===== config.mk =====
export PLATFORM = sky130hd
export DESIGN_NAME = bmf_ram
export DESIGN_NICKNAME = d
export VERILOG_FILES = /design/src/sv/bmf_ram.sv
export SDC_FILE = /design/constraint.sdc
export NUM_CORES = 2
export LEC_CHECK = 0
export BUFFER_PORTS_ARGS = -buffer_cell sky130_fd_sc_hd__buf_2
export CAP_MARGIN = 20
export CORE_MARGIN = 4
export CORE_UTILIZATION = 50
export CTS_BUF_LIST = sky130_fd_sc_hd__clkbuf_4 sky130_fd_sc_hd__clkbuf_8
export CTS_CLUSTER_DIAMETER = 50
export CTS_CLUSTER_SIZE = 12
export DETAILED_ROUTE_END_ITERATION = 10
export PLACE_DENSITY = 0.65
export RECOVER_POWER = 25
export SLEW_MARGIN = 20
export SYNTH_ARGS = -nofsm -noshare
export SYNTH_HDL_FRONTEND = slang
export SYNTH_SLANG_ARGS = --single-unit

===== constraint.sdc =====
create_clock -name clk -period 3.7 [get_ports clk]
set_input_delay 0.925 -clock clk [delete_from_list [all_inputs] [get_ports clk]]
set_output_delay 0.925 -clock clk [all_outputs]
set_load 0.1 [all_outputs]

===== src/sv/bmf_ram.sv =====
module bmf_ram #(
    parameter int WIDTH = 8,
    parameter int DEPTH = 256
) (
    input  logic                     clk,
    input  logic                     wen,
    input  logic [$clog2(DEPTH)-1:0] waddr,
    input  logic [WIDTH-1:0]         wdata,
    input  logic                     ren,
    input  logic [$clog2(DEPTH)-1:0] raddr,
    output logic [WIDTH-1:0]         rdata
);

    logic [WIDTH-1:0] mem [DEPTH];
    logic [WIDTH-1:0] rdata_reg;

    // read-first: a read at the address being written returns the old word
    always_ff @(posedge clk)
    begin
        if (wen)
        begin
            mem[waddr] <= wdata;
        end
        if (ren)
        begin
            rdata_reg <= mem[raddr];
        end
    end

    assign rdata = rdata_reg;

endmodule


==> results <==
- The largest fanout of any net on the critical path is 66.
- The starting density of the core is 0.503.
- In this run, synthesis produced a sequential element count of 2,056.
- Max-cap violations in this run came to 10.
- The fraction of the yosys area taken by sequential cells is 0.775.
- After floorplanning, the core was divided into 146 placement rows.
- In the final design database the tool counted 4,290 nets.
- Together, buffers and inverters on the worst path number 2.
- Setup violations remaining at the end of the flow were counted as 0.
- The total instance count after detailed placement is 6,134.
- The minimum clock period is 3.41 ns.
- The number of hold buffers added after CTS is 0.
- The commonest register cell after synthesis is sky130_fd_sc_hd__edfxtp_1.
- At the end of routability-driven placement, the weighted congestion stood at 0.888.
- The classification of the worst-slack hold path is in -> reg.
- In the final layout, the share of cells above drive strength 1 is 0.296.
- Dividing the detail-routed wire length by the instance count gives 30.8 um.
- The post-synthesis instance area is 0.0796 sq mm.
- The cell depth of the worst flop-to-flop path is 7.
- The latest clock arrival within the worst-skew pair is 0.93 ns.
- The initial DRC count is 4,779.
- The filler-free cell count of the finished design is 6,404.
- For the final database, setup skew stands at 0.0664 ns.
- The critical path data arrival time is 4.06 ns.
- Counting instances, the worst hold path has a depth of 4.
- The final HPWL from detailed placement is 127,000 um.
- The launching element type of the critical path is a primary input.
- The final reports fail on capacitance limit, slew limit.
- TritonCTS built the clock tree.
- The type of destination of the critical path is a flip-flop.
- The count of nets left with antenna violations once routing finished came out at 0.
- Input and output buffers added on the ports amount to 34.
- Setup slack on the worst reg-to-reg path comes out at 0.79 ns.
- The design draws 41.1 mW.
- Leaving out fill and tap cells, the most frequent cell in the layout is sky130_fd_sc_hd__edfxtp_1.
- The number of clock buffers inserted by TritonCTS is 199.
- The endpoint identified for the worst register-to-register timing path is rdata[2].
- The mean cell area of the mapped netlist is 21.3 sq um.
- Walking the worst path, the cells encountered are dlymetal6s4s_1, buf_4.
- VDD sags by at most 345 uV.
- The power density over the cells is 462 mW/mm^2.
- The number of buffers inserted by post-CTS setup repair is 0.
- For this run, the detailed router's first-pass iteration total came to 5.
- Clock-pin slew was measured on the worst setup and hold paths at 0.08 ns.
- After detailed routing, the number of remaining DRC violations is 0.
- After detailed routing, the number of vias per cell comes to 6.25.
- The path with the worst hold slack has its endpoint at mem[199][0].
- In this run the standard cell core region covers 0.158 sq mm.
- The area added between synthesis and finish is 11.7%.
- Once placement finished, the instance area stood at 0.0857 sq mm.
- Once layout is complete, the utilization of the core stands at 0.561.
- The number of H-tree branching levels is 4.
- The total number of vias is 40,100.
- The worst-path cell with the longest stage delay is sky130_fd_sc_hd__dlymetal6s4s_1.
- The biggest cell delay along the critical path is 2.29 ns.
- The initial antenna violation count is 17.
- The run finished, with violations left.
- The overall die width is 407 um.
- The count of final hold-check violations is 0.
- Yosys mapped a number of flops with a built-in enable equal to 2,056.
- In this run the static leakage power is 28.0 nW.
- Based on the critical path, the design can be clocked at up to 293 MHz.
- The via count of the first global-routing pass is 40,400.
- The clock passes through at most 3 buffers.
- The final worst-path cycle share is 0.922.
- Counting distinct cell types in the post-synthesis netlist gives 54.
- The critical path is of the in -> reg type.
- The floorplan die area is 0.166 sq mm.
- For this run, the number of Yosys warnings is 0.
- For this run, the total global-route usage over all layers was measured as 0.242.
- Summing all non-filler instances in the final layout gives an area of 0.0889 sq mm.
- At the pin with the least slew margin, the transition time is 3.16 ns.
- The synthesized netlist net count is 3,760.
- After technology mapping, the gate count stands at 3,733.
- For this run, asynchronously set or reset flops after synthesis account for 0.
- The root cell of the clock tree is sky130_fd_sc_hd__clkbuf_8.
- The pin count of the biggest net entering global routing is 116.
- For this design, the sink count on the clock tree is 2,056.
- Once the clock tree was built, the resizer swapped 0 gates to a different size.
- The startpoint of the worst register-to-register path is mem[101][2].
- The critical path's top delay family is buffers and inverters.
- The overall routed net length is 197,000 um.
- Data on the critical path is required at its endpoint by 4.35 ns.
- The first-pass GRT wire length is 287,000 um.
- The die is 407 um tall.
- The number of slew-limit violations in the final report is 803.
- The flip-flop count of the largest register, all copies and words added is 2,048.
- After global routing the overflow that remains totals 0.
- The normalized max-slew margin is -1.11.
- The number of I/O pins is 35.
- The startpoint identified for the worst hold timing path is waddr[1].
- The top cell types in the final layout, fill and taps aside, are sky130_fd_sc_hd__edfxtp_1 (2,056), sky130_fd_sc_hd__buf_4 (472), sky130_fd_sc_hd__mux4_2 (454).
- Setup repair after global routing left no endpoint under its margin.
## through the flow
step / hold WS, ns / setup TNS [ns] / setup slack (ns)
2_1_floorplan: 0.864 / 0 / 0.699
3_3_place_gp: 1.14 / -3.38 / -0.700
6_report: 0.702 / 0 / 0.288
5_1_grt: 0.691 / 0 / 0.193
3_5_place_dp: 1.15 / -2.69 / -0.593
4_1_cts: 0.350 / 0 / 0.436
## per-layer routing
layer  vias up  track usage  part of all wire
li1      16600            -                 -
met1     21100        0.345              0.40
met2      1968        0.378              0.47
met3       357       0.0530             0.093
met4         6       0.0750             0.034
met5         -            0           0.00022
## Yosys cell counts (all sizes together) (28+ instances only)
cell       n  share of area
buf      122          0.013
o221ai    47         0.0052
nor2     282          0.013
a22oi    133          0.013
o22ai     28         0.0022
mux2i    134          0.017
edfxtp  2056           0.78
nand2     33         0.0016
mux4     456           0.13
a21oi     96         0.0060
nand3     34         0.0021
nor2b     31         0.0024
clkbuf   111         0.0052
## cells by family after synthesis
group,count (synthesis),share of synthesized area
multiplexers,591,0.146
buffers and inverters,235,0.0183
AND/OR/NAND/NOR,466,0.0263
AO/OA/AOI/OAI,385,0.0342
flip-flops,2056,0.775
## worst max path at each step
| stage | from | end | cells past startpoint |
|---|---|---|---|
| floorplan | raddr[0] | rdata[2] | 9 |
| global placement | raddr[0] | rdata[5] | 9 |
| detailed placement | raddr[0] | rdata[4] | 11 |
| CTS | raddr[0] | rdata[4] | 11 |
| global route | wdata[3] | mem[137][3] | 2 |
| finish | wdata[4] | mem[169][4] | 2 |
## power breakdown
group	leakage (nW)	switching [mW]	internal (mW)
sequential	18.5	0.0326	25.7
combinational	7.86	1.63	0.947
clock	1.70	7.36	5.44
total	28.0	9.01	32.1
## layout make-up
| cell class | count | area, sq um |
|---|---|---|
| multi-input cells | 1442 | 16500 |
| clock inverters | 42 | 382 |
| clock buffers | 219 | 2900 |
| well taps | 2072 | 2590 |
| inverters | 2 | 7.51 |
| repair buffers | 562 | 4780 |
| flip-flops and latches | 2056 | 61700 |
| diodes | 9 | 22.5 |
| fillers | 11700 | 69500 |
No activity file was read; power rests on OpenSTA's default activity.
